### src/hw/rtl/assert_macros.svh
// Assertion macros for the dispatcher RTL.
`ifndef ASSERT_MACROS_SVH
`define ASSERT_MACROS_SVH
`ifndef SYNTH
`define ASSERT_IMPL(name, ante, cons) \
  name: assert property (@(posedge clk) disable iff (rst) (ante) |-> (cons)) \
    else $error("assertion failed");
`define ASSERT_NEXT(name, ante, cons) \
  name: assert property (@(posedge clk) disable iff (rst) (ante) |=> (cons)) \
    else $error("assertion failed");
`else
`define ASSERT_IMPL(name, ante, cons)
`define ASSERT_NEXT(name, ante, cons)
`endif
`endif

### src/hw/rtl/efwd_pkg.sv
// Shared constants and types for the earliest-free-worker dispatcher.
package efwd_pkg;

  localparam int TIME_W          = 64;
  localparam int DUR_W           = 32;
  localparam int CFG_W           = 5;
  localparam int WORKER_W        = 4;
  localparam int MAX_WORKERS_DEF = 16;
  localparam int COUNT_RESET     = 16;

  typedef struct packed {
    logic insert;
    logic sort;
    logic phase;
  } cell_ctrl_t;

endpackage

### src/hw/rtl/efwd_cell.sv
// One cell of the sorted worker chain: holds a worker's index and free time.
module efwd_cell #(
  parameter int INDEX = 0,
  parameter int COUNT = 16,
  parameter int IDX_W = 4,
  parameter int CNT_W = 5
) (
  input  logic                       clk,
  input  logic                       rst,
  input  efwd_pkg::cell_ctrl_t       ctrl,
  input  logic [CNT_W-1:0]           n_eff,
  input  logic [efwd_pkg::TIME_W-1:0] new_time,
  input  logic [IDX_W-1:0]           new_idx,
  input  logic [efwd_pkg::TIME_W-1:0] left_time,
  input  logic [IDX_W-1:0]           left_idx,
  input  logic                       left_act,
  input  logic [efwd_pkg::TIME_W-1:0] right_time,
  input  logic [IDX_W-1:0]           right_idx,
  input  logic                       right_act,
  input  logic                       right_lt_new,
  output logic [efwd_pkg::TIME_W-1:0] ftime,
  output logic [IDX_W-1:0]           idx,
  output logic                       act,
  output logic                       lt_new
);

  localparam bit HAS_LEFT  = INDEX > 0;
  localparam bit HAS_RIGHT = INDEX < COUNT - 1;
  localparam bit PAR       = (INDEX % 2) == 1;

  logic self_lt_new;
  logic right_lt_self;
  logic self_lt_left;
  logic pair_right;
  logic pair_left;

  // key order: active first, then free time, then index
  function automatic logic key_lt(
    input logic a_act, input logic [efwd_pkg::TIME_W-1:0] a_time, input logic [IDX_W-1:0] a_idx,
    input logic b_act, input logic [efwd_pkg::TIME_W-1:0] b_time, input logic [IDX_W-1:0] b_idx
  );
    logic r;
    if (a_act != b_act) begin
      r = a_act;
    end else if (a_time != b_time) begin
      r = a_time < b_time;
    end else begin
      r = a_idx < b_idx;
    end
    return r;
  endfunction

  assign act           = CNT_W'(idx) < n_eff;
  assign self_lt_new   = key_lt(act, ftime, idx, 1'b1, new_time, new_idx);
  assign right_lt_self = key_lt(right_act, right_time, right_idx, act, ftime, idx);
  assign self_lt_left  = key_lt(act, ftime, idx, left_act, left_time, left_idx);
  assign pair_right    = HAS_RIGHT && (ctrl.phase == PAR);
  assign pair_left     = HAS_LEFT && (ctrl.phase != PAR);
  // head is the entry being reinserted, so it always yields
  assign lt_new        = (INDEX == 0) ? 1'b1 : self_lt_new;

  always_ff @(posedge clk) begin
    if (rst) begin
      ftime <= '0;
      idx   <= IDX_W'(INDEX);
    end else begin
      if (ctrl.insert) begin
        if (right_lt_new) begin
          ftime <= right_time;
          idx   <= right_idx;
        end else if (lt_new) begin
          ftime <= new_time;
          idx   <= new_idx;
        end
      end else if (ctrl.sort) begin
        if (pair_right && right_lt_self) begin
          ftime <= right_time;
          idx   <= right_idx;
        end else if (pair_left && self_lt_left) begin
          ftime <= left_time;
          idx   <= left_idx;
        end
      end
    end
  end

endmodule
### config.mk
export PLATFORM = sky130hd
export DESIGN_NAME = efwd_cell
export DESIGN_NICKNAME = d
export VERILOG_FILES = /design/src/hw/rtl/assert_macros.svh /design/src/hw/rtl/efwd_pkg.sv /design/src/hw/rtl/efwd_cell.sv
export SDC_FILE = /design/constraint.sdc
export NUM_CORES = 1
export LEC_CHECK = 0
export BUFFER_PORTS_ARGS = -buffer_cell sky130_fd_sc_hd__buf_2
export CORE_MARGIN = 10
export CORE_UTILIZATION = 37
export DETAILED_ROUTE_END_ITERATION = 10
export PLACE_DENSITY = 0.7
export SLEW_MARGIN = 20
export SYNTH_ARGS = -nofsm -noshare
export SYNTH_HDL_FRONTEND = slang
export SYNTH_SLANG_ARGS = --single-unit
### constraint.sdc
create_clock -name clk -period 2.2 [get_ports clk]
set_input_delay 0.22 -clock clk [delete_from_list [all_inputs] [get_ports clk]]
set_output_delay 0.22 -clock clk [all_outputs]
set_load 0.02 [all_outputs]
### Word-level counts from Yosys, hierarchy flattened

Index checks and enable logic that the tools add are counted.

| operators by class | value |
|---|---|
| shifts and indexed selects | 0 |
| mux-type cells | 10 |
| multiply operators | 0 |
| eq/ne operators | 2 |
| reductions and logical operators | 4 |
| add/sub/neg operators | 0 |
| order comparisons | 3 |
| div/mod/pow operators | 0 |
| bitwise gates (word level) | 1 |

Operators by type and width:

| cell | number |
|---|---|
| 2-to-1 mux 64 bit | 4 |
| less-than comparator 64 bit | 1 |
| inequality test 64 bit | 1 |
| 2-to-1 mux 4 bit | 4 |
| less-than comparator 4 x 5 -> 1 bit | 1 |
| less-than comparator 4 bit | 1 |
| nonzero test 2 bit | 2 |
| 2-to-1 mux 1 bit | 2 |
| AND reduction 2 bit | 1 |
| logical AND 1 bit | 1 |
| inequality test 1 bit | 1 |
| NOT 1 bit | 1 |

| storage, ports and cells | value |
|---|---|
| latch bits | 0 |
| memory bits (writable) | 0 |
| memory bits (read-only) | 0 |
| input port bits | 217 |
| output and inout port bits | 70 |
| logic and storage cells | 22 |
| memories kept | 0 |
| bits in registers | 68 |

### Longest topological paths before layout

Gate-level depths: netlist of the first run.

| logic depth | value |
|---|---|
| depth after elaboration | 7 |
| mapped depth | 11 |
| mapped depth without buffers | 10 |

### Worst setup path before layout of the first run

No wires, ideal clock.

| timing path | value |
|---|---|
| path type | register -> register |
| start | reg ftime[61] (netlist bit) |
| end | reg ftime[0] (netlist bit) |
| stages on the path, launching flop included | 12 |
| period minus slack after synthesis | 2.552 ns |
| slack | -0.352 ns |
| library setup time | 0.089 ns |
| path buffers | 2 |
| required time | 2.111 ns |
| arrival | 2.463 ns |
| cell sequence | dfxtp_1 inv_1 ha_1 nand3_1 nor4_2 nand2_2 nor4_4 a22o_4 o21ai_4 buf_6 buf_6 a311oi_2 |

| between the ends | value |
|---|---|
| cells in the longest elaborated chain, start to end | 6 |
| elaborated cells on any way between the ends | 7 |
| those cells by class | order compare (1); eq/ne (1); mux (2); reduce/logical (3) |

Ends and longest elaborated chain:

| what | line | RTL |
|---|---|---|
| start: declaration | efwd_cell.sv:21 | `output logic [efwd_pkg::TIME_W-1:0] ftime,` |
| start signal: assignment | efwd_cell.sv:69 | `ftime <= right_time;` |
| start signal: assignment | efwd_cell.sv:72 | `ftime <= new_time;` |
| start signal: assignment | efwd_cell.sv:77 | `ftime <= right_time;` |
| less-than comparator 64 bit or inequality test 64 bit (tied branches) | efwd_cell.sv:46, efwd_cell.sv:45 |  |
| 2-to-1 mux 1 bit * | efwd_cell.sv:45 | `end else if (a_time != b_time) begin` |
| 2-to-1 mux 1 bit * | efwd_cell.sv:43 | `if (a_act != b_act) begin` |
| logical AND 1 bit * | efwd_cell.sv:76 | `if (pair_right && right_lt_self) begin` |
| nonzero test 2 bit (no source line) * | n/a |  |
| AND reduction 2 bit (no source line) * | n/a |  |

Every way passes the cells marked *; elsewhere a longest branch is shown, timed or not.
A chain may end at the register's enable or synchronous reset.

### Worst setup path after layout of the first run

| timing path | value |
|---|---|
| start | reg ftime[29] (netlist bit) |
| end | reg ftime[44] (netlist bit) |

Same word-level chain as after synthesis.

==> results of run 1 <==
==> power by group through the flow <==
stage	Sequential, mW	Clock (mW)	Combinational, mW
floorplan	1.71	0	0.996
global placement	1.49	0	2.04
detailed placement	1.50	0	2.08
CTS	1.48	1.43	2.18
global route	1.50	1.47	2.65
finish	1.48	1.40	2.44
==> cells in the mapped netlist <==
cell type   n  share of area (%)
nor2_1      8               0.56
nand4_1     9                1.1
clkbuf_1   25                1.8
buf_2       8               0.75
ha_1       70                 16
a21oi_1    93                8.7
nand2_2     1               0.12
conb_1      1              0.070
or4_4       1               0.21
buf_6       8                1.7
dfxtp_1    68                 25
a21boi_0    1               0.14
buf_4       5               0.70
nor3_1      5               0.47
nand2_1    18                1.3
o21ai_0    11                1.0
nor2b_1     1               0.12
nor4_2      1               0.23
a221oi_2    1               0.28
a211o_1     1               0.16
a221oi_1    3               0.49
nand2b_1    6               0.70
a21o_1      6               0.84
o211ai_1    3               0.42
a211oi_1    4               0.56
and4_1      1               0.16
or3_1       1               0.12
nand3_1     7               0.65
a311oi_1   28                4.6
inv_1      71                5.0
nand4b_1    1               0.16
nor4_4      1               0.40
nand4_2     1               0.23
o21ai_4     1               0.30
o311ai_0    1               0.16
mux2i_1    67                 13
a311oi_2   40                 11
a22o_4      1               0.33
==> stage by stage <==
stage               utilization (%)  worst slack (ps)  hold WS, ps  total power, mW  TNS (ps)
global placement               53.8              -526          498             3.53    -33590
global route                   60.3              -672          244             5.62    -42530
detailed placement             53.8              -605          509             3.58    -36370
CTS                            56.9              -573          224             5.09    -33840
floorplan                         -              -237          457             2.71    -12930
finish                         60.3              -562          235             5.31    -35470
==> layer usage <==
metal	vias to the layer above	global-route usage, %	share of wire, %
met2	220	29.2	45
met5	-	0	0.066
met4	2	5.82	1.8
met3	25	5.65	8.7
met1	2665	21.7	44
li1	2830	-	-
==> sequential cells by signal, summed over array words and instances, names as in the netlist <==
| name | count |
|---|---|
| ftime | 64 |
| idx | 4 |
==> area by class of cell <==
type                            instances  area share (%)
Multi-Input combinational cell        394            45.0
Timing Repair Buffer                  360            28.7
Sequential cell                        68            17.1
Clock buffer                           15            3.28
Inverter                               71            3.18
Tap cell                              180            2.66
Clock inverter                          1          0.0591
==> worst reg2reg max path, cell delays in order (launching register included) <==
cell and delay (ps):
dfxtp_4 340, inv_1 50, ha_4 280, nand4_4 110, or4_4 560, nor4_4 380
a22o_4 180, o21ai_4 60, buf_4 170, clkbuf_16 170, buf_4 140, a311oi_2 220
==> cell usage in the layout, fill, tap and decap left out, types with 3 or more instances in the layout <==
master,instances
buf_4,120
o21ai_0,9
o211ai_1,3
nand2_1,18
clkbuf_1,3
dfxtp_4,11
nor3_1,5
a21oi_1,77
a211oi_1,3
inv_2,4
a311oi_2,50
dfxtp_1,21
nand2b_1,4
inv_1,66
a21oi_2,9
buf_6,9
clkbuf_8,3
nand4_1,9
buf_2,215
a21oi_4,7
nor2_1,8
ha_1,60
mux2i_1,67
clkbuf_16,14
nand3_1,6
dfxtp_2,36
buf_12,7
ha_4,10
a21o_1,6
a311oi_1,18
==> cell families (layout without fill, tap and decap cells) <==
family	Yosys count	count (layout)	synth area share, %
compound gates	194	194	29.2
fa+ha+maj	70	70	16.4
buf+inv	117	447	9.87
flops	68	68	25.5
mux	67	67	12.5
other cells	1	1	0.0701
simple gates	62	62	6.46
==> repair_timing <==
action,in CTS,in global routing
cloned,3,9
gates resized for setup,13,51
setup buffers,2,6
pin swaps,1,32
setup endpoints to repair,68,68
==> worst paths after layout <==
path	end	slack [ps]	cells past startpoint
max	ftime[44]	-560	11
max reg2reg	ftime[44]	-560	11
min	ftime[39]	230	3
min reg2reg	ftime[47]	520	2
==> summary.txt, run 1 <==
logic gate share of total power: 45.9%
internal cell power: 3.43 mW
Critical Path Start: ftime[29]
Die X: 140 um
total wire length: 19,800 um
register area: 0.00145 sq mm
nets: 1,191
Via Count: 5,742
IO Count: 287
DRC violations left: 0
core area: 0.0140 sq mm
I/O Buffers: 216
Crit path largest cell delay: 560 ps
H-tree depth: 3
P_leak: 4.19 nW
CTS max path bufs: 2
Sw Ratio: 35.5%
final instance area: 0.00847 sq mm
YS warnings: 0
failing checks: setup timing
Post-Layout Cell Count: 1,089
Top cell by count, worst path: buf_4
drt initial violations: 186
outcome: complete, but fails checks
critical path arrival: 2990 ps
Die Area: 0.0197 sq mm
share of power burned in registers: 27.8%
Die Height: 140 um
delay-heaviest family, CP: simple AND/OR/NAND/NOR gates
vias in the first global route: 5,892
Crit path required time: 2430 ps
period utilisation layout: 126%
P_sw: 1.89 mW
Synth Cell Area: 0.00535 sq mm
first-pass GRT wire length: 29,400 um
Placed Cells: 1,054
Worst Min Path Start: new_time[39]
synthesized instance count: 579
diodes inserted: 0
worst setup margin: -562 ps
Worst-Skew Late Latency: 340 ps
Setup CP Type: reg -> reg
GR Overflow Total: 0
slowest cell on the critical path: or4_4
register bit count reported by yosys: 68
antenna violations before repair: 1
Final Critical Period: 2760 ps
r2r startpoint: ftime[29]
crit path buf inv count: 4
pwr dens: 628 mW/mm^2
CTS tree: yes
syn nets: 866
Fmax: 0.362 GHz
Final Hold Violating Endpoints: 0
Initial Util: 38.1%
Core Rows: 43
Post-DRT Antenna Nets: 0
maximum vdd drop: 0.000321 V
Hold WC Path Type: in -> reg
Placed Area: 0.00755 sq mm
CP Launch Type: flip-flop
Clock Skews: 4.64 ps
Pre-antenna DRT Iters: 4
Hold Buf Count CTS: 0
Final setup viols: 68
Total GRT Usage: 17.9%
area of the multi-input gates: 0.00381 sq mm
share of cells above drive strength 1: 56.7%
clk slew on worst S/H paths: 50 ps
Cell Chain, Critical Path: inv_1 -> ha_4 -> nand4_4 -> or4_4 -> nor4_4 -> a22o_4 -> o21ai_4 -> buf_4 -> clkbuf_16 -> buf_4 -> a311oi_2
Clk network pwr share: 26.3%
Post-DP HPWL: 14,000 um
Root Driver: clkbuf_16
post-synthesis cell type count: 38
synthesis-to-finish area growth: 58.3%
post-synthesis sequential area ratio: 25.5%
Max transition margin: 28.0%
largest fanout on the critical path: 9
Sink Count: 68
Worst-Margin Slew: 1080 ps
crit end category: flip-flop
largest net degree at the start of global routing: 69
fillers: 1,187
Synth Area per Inst: 9.24 sq um
RSZ-0062 raised after global routing: true
Final Max Slew Viols: 0
Num CTS Buffers: 9
Placer Congestion: 0.830
vias per cell: 5.27
max_cap viols: 0
drt wl/cell: 18.2 um
(Power assumes the default switching activity.)
==> run 2, diff against run 1 <==
--- a/config.mk
+++ b/config.mk
@@ -10,6 +10,7 @@
 export CORE_UTILIZATION = 37
 export DETAILED_ROUTE_END_ITERATION = 10
 export PLACE_DENSITY = 0.7
+export SKIP_LAST_GASP = 1
 export SLEW_MARGIN = 20
 export SYNTH_ARGS = -nofsm -noshare
 export SYNTH_HDL_FRONTEND = slang
==> run 2 against run 1 <==
Net effect:
- the run still ends with setup timing left
- setup slack barely moved
- global-route usage is essentially flat
- fmax hardly changed
- routed wire length up 0.28%
- sequential cell count is the same
- core utilization did not move
- count of clock-buffer cells in the layout did not move
- largest cell class unchanged
==> summary.txt, run 2 (synthesis gave the netlist of run 1 again) <==
outcome: complete, but fails checks
failing checks: setup timing
synthesis-to-finish area growth: 58.3%
Fmax: 0.362 GHz
post-layout power: 5.32 mW
Core Rows: 43
Sink Count: 68
core area: 0.0140 sq mm
Top Registers: ftime: 64 flops, idx: 4 flops
antenna violations before repair: 1
Max transition margin: 27.7%
commonest non-fill, non-tap cell in the layout: buf_2
Final Hold Violating Endpoints: 0
nets: 1,191
area of the multi-input gates: 0.00381 sq mm
delay-heaviest family, CP: simple AND/OR/NAND/NOR gates
Placed Area: 0.00755 sq mm
register area: 0.00145 sq mm
hold_ws: 235 ps
Pre-antenna DRT Iters: 4
FF-to-FF End: ftime[44]
share of cells above drive strength 1: 56.5%
period utilisation layout: 126%
Final setup viols: 68
Placer Congestion: 0.830
vias per cell: 5.27
commonest cells after routing, fill and taps aside: buf_2 (215), buf_4 (120), a21oi_1 (77)
Post-DP HPWL: 14,000 um
slowest cell on the critical path: or4_4
vias in the first global route: 5,894
Setup CP Type: reg -> reg
final instance area: 0.00847 sq mm
Cell Chain, Critical Path: inv_1 -> ha_4 -> nand4_4 -> or4_4 -> nor4_4 -> a22o_4 -> o21ai_4 -> buf_4 -> clkbuf_16 -> buf_4 -> a311oi_2
Die Area: 0.0197 sq mm
clk slew on worst S/H paths: 50 ps
Worst-Margin Slew: 1080 ps
Die Height: 140 um
largest fanout on the critical path: 9
largest net degree at the start of global routing: 69
max_cap viols: 0
r2r startpoint: ftime[29]
worst r2r path cells: 11
Initial Util: 38.1%
Total GRT Usage: 17.9%
CTS tree: yes
Die X: 140 um
critical path arrival: 2990 ps
Crit path largest cell delay: 560 ps
first-pass GRT wire length: 29,400 um
Clock Skews: 4.12 ps
total wire length: 19,900 um
RSZ-0062 raised after global routing: true
Final Critical Period: 2760 ps
DRC violations left: 0
pwr dens: 628 mW/mm^2
CTS max path bufs: 2
Via Count: 5,737
drt initial violations: 183
diodes inserted: 0
dpl ws: -605 ps
fillers: 1,187
Hold WC Path Type: in -> reg
Top cell by count, worst path: buf_4
P_leak: 4.19 nW
I/O Buffers: 216
crit end category: flip-flop
max FFs per register: 64
GR Overflow Total: 0
worst setup margin: -562 ps
Final Max Slew Viols: 0
Worst-Skew Late Latency: 340 ps
Biggest register: ftime
Num CTS Buffers: 9
Critical Path Stages: 11
crit path buf inv count: 4
Crit path required time: 2430 ps
Critical Path Start: ftime[29]
maximum vdd drop: 0.000322 V
Worst Setup EP: ftime[44]
drt wl/cell: 18.3 um
H-tree depth: 3
Root Driver: clkbuf_16
IO Count: 287
CP Launch Type: flip-flop
Post-DRT Antenna Nets: 0
R2R Setup Slk: -560 ps
## run 2: layer usage
| metal | up-vias | track usage, % | share of wire [%] | wire length (um) |
|---|---|---|---|---|
| met2 | 217 | 29.2 | 45 | 8980 |
| met1 | 2668 | 21.7 | 44 | 8840 |
| met4 | 2 | 5.82 | 1.8 | 350 |
| met3 | 25 | 5.65 | 8.6 | 1710 |
| met5 | - | 0 | 0.065 | 13 |
| li1 | 2825 | - | - | - |
## run 2: power breakdown
part	switching, mW	total [mW]	leakage [nW]	internal [mW]
combinational	1.27	2.44	3.47	1.17
clock	0.542	1.40	0.140	0.855
sequential	0.0766	1.48	0.582	1.40
## run 2: final cells by class
class / count / area share [%]
Clock buffer: 15 / 3.28
Tap cell: 180 / 2.66
Multi-Input combinational cell: 394 / 45.0
Sequential cell: 68 / 17.1
Inverter: 71 / 3.18
Clock inverter: 1 / 0.0591
Timing Repair Buffer: 360 / 28.7
## run 2: worst min-delay path by stage
stage	from	end	slack (ps)	cells after the start
floorplan	new_time[31]	ftime[31]	460	2
global placement	ftime[47]	ftime[47]	500	2
detailed placement	ftime[47]	ftime[47]	510	2
CTS	new_time[40]	ftime[40]	220	3
global route	new_time[39]	ftime[39]	240	3
finish	new_time[39]	ftime[39]	240	3
## run 2: worst min-delay path, stage by stage
cell	delay, ps
buf_2	90
mux2i_1	110
a311oi_1	100
## run 2: stage by stage
stage | TNS [ps] | utilization [%] | instances
detailed placement | -36370 | 53.8 | 1054
global route | -42530 | 60.3 | 1089
floorplan | -12930 | - | 579
CTS | -33870 | 56.9 | 1075
global placement | -33590 | 53.8 | 1054
finish | -35510 | 60.3 | 1089
## run 2: timing repair
action	CTS	global route
gates cloned	3	9
setup endpoints to repair	68	68
hold buffers	0	0
gates resized for setup	12	51
pin swaps	1	31
buffers inserted	2	6
==> run 3, diff against run 2 <==
--- a/config.mk
+++ b/config.mk
@@ -5,11 +5,11 @@
 export SDC_FILE = /design/constraint.sdc
 export NUM_CORES = 1
 export LEC_CHECK = 0
-export BUFFER_PORTS_ARGS = -buffer_cell sky130_fd_sc_hd__buf_2
 export CORE_MARGIN = 10
 export CORE_UTILIZATION = 37
 export DETAILED_ROUTE_END_ITERATION = 10
-export PLACE_DENSITY = 0.7
+export DONT_BUFFER_PORTS = 1
+export PLACE_DENSITY = 0.52
 export SKIP_LAST_GASP = 1
 export SLEW_MARGIN = 20
 export SYNTH_ARGS = -nofsm -noshare
==> run 3 against run 2 <==
Net effect:
- the run ends with hold timing, setup timing left
- sequential power about the same
- first-iteration DRC count decreased by 9.3%
- via count decreased by 14%
- count of clock-buffer cells in the layout decreased by 3
- die area unchanged
- fmax decreased by 1.1%
- largest power group unchanged
- highest routed layer is now met4
==> summary.txt, run 3 (synthesis gave the netlist of run 1 again) <==
commonest non-fill, non-tap cell in the layout: buf_4
Setup CP Type: reg -> reg
WHS Endpoint: ftime[56]
area of the multi-input gates: 0.00385 sq mm
Final Critical Period: 2790 ps
Fmax: 0.358 GHz
Crit path largest cell delay: 560 ps
Final Max Slew Viols: 0
Worst Min Path Start: rst
largest fanout on the critical path: 6
drt initial violations: 166
Top Registers: ftime: 64 flops, idx: 4 flops
P_leak: 3.31 nW
Die X: 140 um
slowest cell on the critical path: or4_4
critical path arrival: 3050 ps
first-pass GRT wire length: 28,000 um
Sink Count: 68
R2R Setup Slk: -590 ps
Clock Skews: 9.65 ps
RSZ-0062 raised after global routing: true
Post-DP HPWL: 13,700 um
worst setup margin: -594 ps
DRC violations left: 0
core area: 0.0140 sq mm
setup TNS: -35,400 ps
hold_ws: -63.5 ps
Placer Congestion: 0.868
total wire length: 19,500 um
Crit path required time: 2450 ps
register area: 0.00145 sq mm
Final setup viols: 68
clk slew on worst S/H paths: 60 ps
period utilisation layout: 127%
crit end category: flip-flop
fillers: 1,247
Num CTS Buffers: 9
r2r startpoint: ftime[29]
pwr dens: 716 mW/mm^2
H-tree depth: 3
vias per cell: 5.66
I/O Buffers: 0
FF-to-FF End: ftime[11]
Worst-Margin Slew: 687 ps
maximum vdd drop: 0.000360 V
Biggest register: ftime
drt wl/cell: 22.4 um
synthesis-to-finish area growth: 40.2%
GR Overflow Total: 0
Max transition margin: 54.2%
CTS max path bufs: 2
commonest cells after routing, fill and taps aside: buf_4 (112), a21oi_1 (91), mux2i_1 (67)
IO Count: 287
failing checks: hold timing, setup timing
Die Height: 140 um
CTS tree: yes
Hold WC Path Type: in -> reg
CP Launch Type: flip-flop
Total GRT Usage: 17.7%
outcome: complete, but fails checks
nets: 971
Post-DRT Antenna Nets: 0
share of cells above drive strength 1: 44.0%
Core Rows: 43
Pre-antenna DRT Iters: 4
max FFs per register: 64
Die Area: 0.0197 sq mm
Cell Chain, Critical Path: inv_1 -> ha_4 -> nand4_4 -> or4_4 -> nor4_4 -> a22o_4 -> o21ai_4 -> buf_12 -> clkbuf_16 -> buf_6 -> a311oi_2
vias in the first global route: 4,970
Via Count: 4,920
antenna violations before repair: 1
max_cap viols: 0
Worst-Skew Late Latency: 350 ps
Final Hold Violating Endpoints: 68
hold path depth: 1
Initial Util: 38.1%
largest net degree at the start of global routing: 69
worst r2r path cells: 11
Root Driver: clkbuf_16
run 3: cell types whose count changed in the layout (fill, tap and decap cells not counted), moves of 7 or more:
cell,delta
buf_4,-8
a311oi_1,-10
a311oi_2,+10
buf_2,-215
a21oi_4,-7
a21oi_2,-7
a21oi_1,+14
run 3: layout make-up:
| type | instances | area share (%) |
|---|---|---|
| Antenna cell | 1 | 0.0334 |
| Sequential cell | 68 | 19.3 |
| Inverter | 71 | 3.55 |
| Timing Repair Buffer | 139 | 17.9 |
| Multi-Input combinational cell | 395 | 51.3 |
| Clock inverter | 4 | 0.984 |
| Clock buffer | 12 | 3.85 |
| Tap cell | 180 | 3.00 |
run 3: repair_timing:
| action | CTS | global route |
|---|---|---|
| gates cloned | 4 | 8 |
| hold endpoints to repair | 68 | 68 |
| endpoints found under the setup margin | 69 | 68 |
| buffers inserted | 3 | 8 |
| pin swaps | 6 | 37 |
| gates resized for setup | 21 | 43 |
run 3: worst max path at each step:
stage	start	endpoint	cells after the start
after detailed placement	ftime[53]	ftime[10]	11
after global routing	ftime[17]	ftime[11]	12
final	ftime[29]	ftime[11]	11
after floorplan	ftime[54]	ftime[14]	11
after global placement	ftime[53]	ftime[5]	11
after CTS	ftime[54]	ftime[10]	11
run 3: per-stage QoR:
stage	util, %	worst slack [ps]	cells	area (sq um)	power [mW]
2_1_floorplan	-	-237	579	5500	2.71
3_3_place_gp	46.0	-551	832	6460	3.24
3_5_place_dp	46.0	-570	832	6460	3.29
4_1_cts	50.3	-562	855	7070	5.20
5_1_grt	53.4	-668	869	7500	5.68
6_report	53.4	-594	870	7500	5.37
run 3: worst max-delay path, delay by kind of cell, from the launching register on:
| family | cells | cell delay [ps] |
|---|---|---|
| buffers and inverters | 4 | 520 |
| AOI/OAI and AO/OA | 3 | 500 |
| DFF | 1 | 350 |
| adders and majority gates | 1 | 280 |
| and+or+nand+nor | 3 | 1040 |
run 3: power by group:
part           switching (mW)  total [mW]  internal [mW]
registers              0.0792        1.48           1.40
clock network           0.601        1.76           1.16
logic                    1.13        2.13           1.00
run 3: layer usage:
metal	track usage, %	share of wire, %
met5	0	0
met2	28.5	47
met1	20.7	41
met3	7.81	10
met4	5.22	1.2
